===== config.mk =====
export PLATFORM = sky130hd
export DESIGN_NAME = tbo_divsqrt
export DESIGN_NICKNAME = d
export VERILOG_FILES = /design/src/hdl/tbo_pkg.sv /design/src/hdl/tbo_divsqrt.sv
export SDC_FILE = /design/constraint.sdc
export NUM_CORES = 2
export LEC_CHECK = 0
export ABC_AREA = 1
export BUFFER_PORTS_ARGS = -buffer_cell sky130_fd_sc_hd__buf_2
export CORE_MARGIN = 2
export CORE_UTILIZATION = 49
export CTS_BUF_LIST = sky130_fd_sc_hd__clkbuf_2
export CTS_CLUSTER_SIZE = 8
export DETAILED_ROUTE_END_ITERATION = 8
export PLACE_DENSITY = 0.69
export SETUP_SLACK_MARGIN = 0.5
export SYNTH_ARGS = -nofsm -noshare
export SYNTH_HDL_FRONTEND = slang
export SYNTH_SLANG_ARGS = --single-unit

===== constraint.sdc =====
create_clock -name clk -period 11.05 [get_ports clk]
set_input_delay 3.315 -clock clk [delete_from_list [all_inputs] [get_ports clk]]
set_output_delay 3.315 -clock clk [all_outputs]
set_load 0.01 [all_outputs]

===== src/hdl/tbo_pkg.sv =====
// ----------------------------------------------------------------------------
// tbo_pkg
// shared types, constants and helpers for the two-body orbit stepper
// ----------------------------------------------------------------------------
`default_nettype none

package tbo_pkg;

  localparam int unsigned CFG_IDX_W = 8;
  localparam logic [CFG_IDX_W-1:0] CFG_STEP_H = 8'd0;
  localparam logic [CFG_IDX_W-1:0] CFG_GRAV   = 8'd1;

  localparam logic [46:0] STEP_H_RST = 47'd4294967;
  localparam logic [46:0] GRAV_RST   = 47'd169558512490;

  // velocity load scale 365.25 = 1461/4
  localparam logic [10:0] LOAD_SCALE = 11'd1461;

  localparam logic [46:0] DIST_MAX = 47'h7FFF_FFFF_FFFF;
  localparam logic [48:0] DM_MAX   = 49'h1_0000_0000_0000;
  localparam logic [47:0] POS_MAX  = 48'h7FFF_FFFF_FFFF;
  localparam logic [47:0] NEG_MIN  = 48'h8000_0000_0000;

  localparam logic [7:0] ITER_DIV  = 8'd128;
  localparam logic [7:0] ITER_SQRT = 8'd64;

  typedef enum logic [3:0] {
    ST_IDLE,
    ST_LOAD,
    ST_MUL,
    ST_POS,
    ST_SQACC,
    ST_SQRT,
    ST_KSTORE,
    ST_UDIV,
    ST_USTORE,
    ST_NDIV,
    ST_DONE
  } state_t;

  typedef struct packed {
    logic start;
    logic sqrt_mode;
  } dsq_req_t;

  typedef struct packed {
    logic [47:0] val;
    logic        ovf;
  } sat_t;

  function automatic logic [47:0] mag48(input logic [47:0] v);
    return v[47] ? 48'(~v + 48'd1) : v;
  endfunction

  // base +/- dm, clamped to 48-bit signed
  function automatic sat_t add_sat(input logic [47:0] base, input logic [48:0] dm,
                                   input logic sub);
    logic [50:0] b;
    logic [50:0] d;
    logic [50:0] s;
    sat_t r;
    b = {{3{base[47]}}, base};
    d = {2'b00, dm};
    s = sub ? 51'(b - d) : 51'(b + d);
    r.ovf = !((s[50:47] == 4'b0000) || (s[50:47] == 4'b1111));
    r.val = r.ovf ? (s[50] ? NEG_MIN : POS_MAX) : s[47:0];
    return r;
  endfunction

  // load velocity scale, rounded half away from zero, then clamped
  function automatic logic [47:0] load_scale(input logic [47:0] v);
    logic [58:0] p;
    logic [58:0] m;
    logic [58:0] s;
    p = 59'(mag48(v)) * 59'(LOAD_SCALE);
    m = {2'b00, 57'((p + 59'd2) >> 2)};
    s = v[47] ? 59'(~m + 59'd1) : m;
    if ((s[58:47] == 12'h000) || (s[58:47] == 12'hFFF)) begin
      return s[47:0];
    end
    return s[58] ? NEG_MIN : POS_MAX;
  endfunction

endpackage

`default_nettype wire


===== src/hdl/tbo_divsqrt.sv =====
// ----------------------------------------------------------------------------
// tbo_divsqrt
// shared restoring divider and integer square root, one bit per cycle
// ----------------------------------------------------------------------------
`default_nettype none

module tbo_divsqrt (
  input  wire logic             clk,
  input  wire logic             rst,
  input  wire tbo_pkg::dsq_req_t req,
  input  wire logic [127:0]     num,
  input  wire logic [127:0]     den,
  output logic                  done,
  output logic [127:0]          res
);

  logic         busy;
  logic         sqm;
  logic [7:0]   cnt;
  logic [127:0] ra;   // remainder
  logic [127:0] rq;   // quotient or root
  logic [127:0] rs;   // shifting numerator or root bit
  logic [127:0] rd;   // divisor

  logic [127:0] cand;
  logic [127:0] cmpb;
  logic [127:0] diff;
  logic         ge;

  // one shared compare and subtract
  always_comb begin
    cand = sqm ? ra : {ra[126:0], rs[127]};
    cmpb = sqm ? (rq | rs) : rd;
    ge   = (cand >= cmpb);
    diff = cand - cmpb;
  end

  always_ff @(posedge clk) begin
    if (rst) begin
      busy <= 1'b0;
      done <= 1'b0;
      cnt  <= '0;
    end else begin
      done <= 1'b0;
      if (req.start) begin
        busy <= 1'b1;
        cnt  <= req.sqrt_mode ? tbo_pkg::ITER_SQRT : tbo_pkg::ITER_DIV;
      end else if (busy) begin
        cnt <= cnt - 8'd1;
        if (cnt == 8'd1) begin
          busy <= 1'b0;
          done <= 1'b1;
        end
      end
    end
  end

  always_ff @(posedge clk) begin
    if (req.start) begin
      sqm <= req.sqrt_mode;
      rd  <= den;
      rq  <= '0;
      if (req.sqrt_mode) begin
        ra <= num;
        rs <= 128'h4000_0000_0000_0000_0000_0000_0000_0000;
      end else begin
        ra <= '0;
        rs <= num;
      end
    end else if (busy) begin
      if (sqm) begin
        ra <= ge ? diff : ra;
        rq <= ge ? ((rq >> 1) | rs) : (rq >> 1);
        rs <= rs >> 2;
      end else begin
        ra <= ge ? diff : cand;
        rq <= {rq[126:0], ge};
        rs <= {rs[126:0], 1'b0};
      end
    end
  end

  assign res = rq;

endmodule

`default_nettype wire

# Word-level counts from Yosys, hierarchy flattened
# Index checks and enable logic that the tools add are counted.
# totals
elab_cells,40
output_inout_bits,129
input_bits,260
reg_bits,523
# op_classes
bitwise,3
n_reduce_logical,3
n_addsub,2
muxes,21
magnitude_cmp,1
eq_ne,2
# ops
operator,n
$mux W128,14
$ge A128 B128 Y1,1
$or A127 B128 Y128,1
$or A128 B128 Y128,1
$sub A128 B128 Y128,1
$mux W8,3
$eq A8 B1 Y1 const B,1
$sub A8 B1 Y8 const B,1
$mux W1,4
$ne A3 B2 Y1 const B,1
$reduce_or A3 Y1,1
$reduce_and A2 Y1,1
$reduce_bool A2 Y1,1
$not A1 Y1,1

# Depth between registers and ports, before layout
# logic_depth
depth_word,7
mapped_depth,26
ltp_nobuf,22

# Worst setup path after synthesis
# No wires, ideal clock.
# synth_timing
kind,input to register
start,input port req[1] (netlist bit)
end,register ra[0] (enable)
t_required_ns,10.569
slack_ns,1.359
cell_stages,6
t_arrival_ns,9.210
path_cell_list,buf_2 nor2_1 clkbuf_1 inv_1 o21ai_0 inv_1
# synth_between
elab_chain_len,2
elab_cells_between_ends,3
# synth_lines
item,line_no,text
start: declaration,tbo_divsqrt.sv:10,"input wire tbo_pkg::dsq_req_t req,"
$ne A3 B2 Y1 (no source line) or $reduce_bool A2 Y1 (tied branches),--,
$reduce_and A2 Y1 (no source line) (*),--,
end signal: assignment,tbo_divsqrt.sv:64,ra <= num;
end signal: assignment,tbo_divsqrt.sv:72,ra <= ge ? diff : ra;
end signal: assignment,tbo_divsqrt.sv:76,ra <= ge ? diff : cand;
end: declaration,tbo_divsqrt.sv:20,logic [127:0] ra;
# Mark *: on every way between the ends. The rest lies on a longest branch, timed or not.
# A chain may end at the register's enable or synchronous reset.

# Final worst setup path
# layout_timing
start,register sqm
end,register ra[104] (enable)
# layout_between
elab_chain_len,4
elab_cells_between_ends,5
# layout_lines
item,line_no,text
start: declaration,tbo_divsqrt.sv:18,logic sqm;
start signal: assignment,tbo_divsqrt.sv:60,sqm <= req.sqrt_mode;
$mux W128 (on tied branches),"tbo_divsqrt.sv:32, tbo_divsqrt.sv:33",
$ge A128 B128 Y1,tbo_divsqrt.sv:34,ge = (cand >= cmpb);
$ne A3 B2 Y1 (no source line) (*),--,
$reduce_and A2 Y1 (no source line) (*),--,
# Marks and branches as above.

==> reports/qor.yml <==
placed_cells: 7595
slowest_delay_ps: 830
yosysMostFrequentCell: "nand2_1"
synth.distinct_cells: 45
sequential_cell_area_sq_um: 14320
tritoncts_clock_tree: "built"
p_per_area_nw_per_um2: 197.0
grt_setup_unrepaired: "no"
drc: 0
worstSkewPairLatency_ps: 1520
dpl-instance-area_sq_um: 43400
synth_async_sr_flop_share_pct: 0
finalWeightedCongestion: 1.129
critical_path.max_fanout: 130
synthFlopType: "edfxtp_1"
critical_path_s_slowest_cell: "buf_4"
fp.coreArea_sq_um: 83160
largest_net_degree_at_the_start_of_global_routing: 174
synth_area_sq_um: 40940
die_boundary_height_um: 293.0
peakVddDrop_v: 0.0001050
synth_seq_cells: 523
synth_common_cells: "nand2_1 (2030), inv_1 (1112), o21ai_0 (458)"
clock_sinks: 523
final.setup_skew_ps: 102.8
dpl.hpwl_mm: 136.1
post_cts.resized_instances: 0
die-area_sq_um: 85880
synth_top_cells_by_area: "edfxtp_1 (28%), nand2_1 (19%), inv_1 (10%)"
postSynthCellCount: 6336
final_area_sq_um: 44830
yosys.area.top_type: "edfxtp_1"
netlist.area_leader.share_pct: 28.24
crit_type: "reg -> reg"
die_w_um: 293.0
cts_made_buffers: 142
ys.warnings.count: 0
first_global_vias: 40650
finalNetCount: 7050
drv_slew: 0
final_hold_viol_count: 0
synth_seq_area_share_pct: 34.99
drt_first_pass_iters: 7
portBuffers: 388
route.antenna.remaining_nets: 0
synth_nets: 6727
detail_route.wirelength_mm: 170.3
rows: 106
post-layout-total-power_mw: 8.833
clk_pin_slew_ps: 100
detail_route.vias_per_cell: 5.575
worst_path_cell_chain: "buf_4, buf_4, o21ai_0, ha_1, nand2_1, nor3_1, nand2_1, nor2_1, nand2_1, inv_1, a21oi_4, buf_12, nand2_4, o21ai_0, inv_4, buf_4"
required_ps: 12150
cp_data_arrival_time_ps: 8190
clock_tree.root_cell: "clkbuf_2"
cts_hold_buffers: 0
synth_edf_count: 385
initial_core_util_pct: 49.23
layoutNonFillerInstCount: 7867
post_route_cells_drive_above_1_share_pct: 12.88
leakagePower_nw: 23.08
worst_relative_slew_slack_pct: 15.40
cts.repair_timing.setup_buffer_count: 0
multiInputGateArea_sq_um: 21220
tightestPinTransition_ps: 1256
synthToLayoutAreaGrowth_pct: 9.514
period_share_pct: 64.16
grt_residual_overflow: 0
crit_path_start_kind: "flop"
timing.fmax_mhz: 141.1
route.detailed.wl_per_inst_um: 21.65
initial_antenna_violation_count: 7
ctsHtreeMaxLevel: 4
gr-usage-all-layers_pct: 38.85
min_period_ps: 7089
max_capacitance_violation_total: 0
timing.critical_path.to_type: "flop"
max-clock-path-buffers: 3
outcome: "finished, final reports clean"
initialDrtViolationCount: 5013
final.setup.tns_ps: 0
pin_count: 389
hp-class: "reg -> reg"
critical_path.n_buffers_inverters: 6
first_pass_grt_wire_length_mm: 251.2
routed-via-count: 43860
n_fill_cell: 8593
timing.final.setup_violations: 0
crit_family: "buffers and inverters"
synth_area_per_cell_sq_um: 6.461
postLayoutCoreUtil_pct: 53.91
[flip-flops by register name, summed over array words and instances (netlist names)]
| signal | flops |
|---|---|
| res | 128 |
| done | 1 |
| ra | 128 |
| busy | 1 |
| rd | 128 |
| rs | 128 |
| cnt | 8 |
| sqm | 1 |
[cell families after synthesis]
kind of cell               count (synthesis)  synth area share (%)
adders and majority gates                131                 4.022
DFF                                      523                 34.99
xor gates and xnor gates                  65                 1.391
buffers and inverters                   1376                 13.26
and+or+nand+nor                         3172                 32.37
AOI/OAI and AO/OA                       1069                 13.97
[routing by layer]
metal | track usage, % | wire length (um) | up-vias
li1 | - | - | 21040
met1 | 54.85 | 74170 | 20420
met2 | 60.26 | 74690 | 2179
met3 | 7.421 | 16740 | 224
met4 | 11.51 | 4693 | 0
met5 | 0 | 0 | -
[report_power, final]
group / total [mW] / internal (mW) / switching (mW)
sequential: 2.66 / 2.47 / 0.193
combinational: 4.64 / 1.35 / 3.30
clock: 1.53 / 0.636 / 0.890
[layout by cell type (no fill, tap or decap), types with 11 or more instances in the layout]
cell type     n
a21oi_1     233
buf_2       387
buf_4        34
clkbuf_2    225
clkinv_1     18
dfxtp_1     138
diode_2      11
edfxtp_1    385
ha_1        130
inv_1      1108
inv_2        21
nand2_1    2029
nand3_1     385
nand4_1     134
nor2_1      417
nor2_2       17
nor3_1       32
o21ai_0     458
o21ai_1     152
o21bai_1     11
o22ai_1     187
or2_2       126
xnor2_1      39
xor2_1       26
[final cells by class]
class | count | share of cell area (%)
tap | 1080 | 3.014
clock inverter | 36 | 0.6168
inverter | 1131 | 9.508
timing repair buffer | 424 | 5.012
multi-input combinational | 4437 | 47.33
sequential | 523 | 31.95
antenna | 11 | 0.06140
clock buffer | 225 | 2.512
[worst min-delay path: stages (launching register included)]
cell and delay [ps]:
dfxtp_1 340, nand2_1 60, o21ai_1 50
[final timing paths]
| check | from | end | slack [ps] | cells after the start |
|---|---|---|---|---|
| max | sqm | ra[104] | 3960 | 16 |
| min reg2reg | res[32] | res[32] | 490 | 2 |
| min | res[32] | res[32] | 490 | 2 |
| max reg2reg | sqm | ra[104] | 3960 | 16 |
[per-stage QoR]
| step | worst slack, ps | hold slack (ps) |
|---|---|---|
| floorplan | 1359 | 468.0 |
| global placement | 4248 | 467.6 |
| detailed placement | 4146 | 474.6 |
| CTS | 4106 | 490.1 |
| global route | 3621 | 503.9 |
| finish | 3961 | 486.1 |
(Power assumes the default switching activity.)
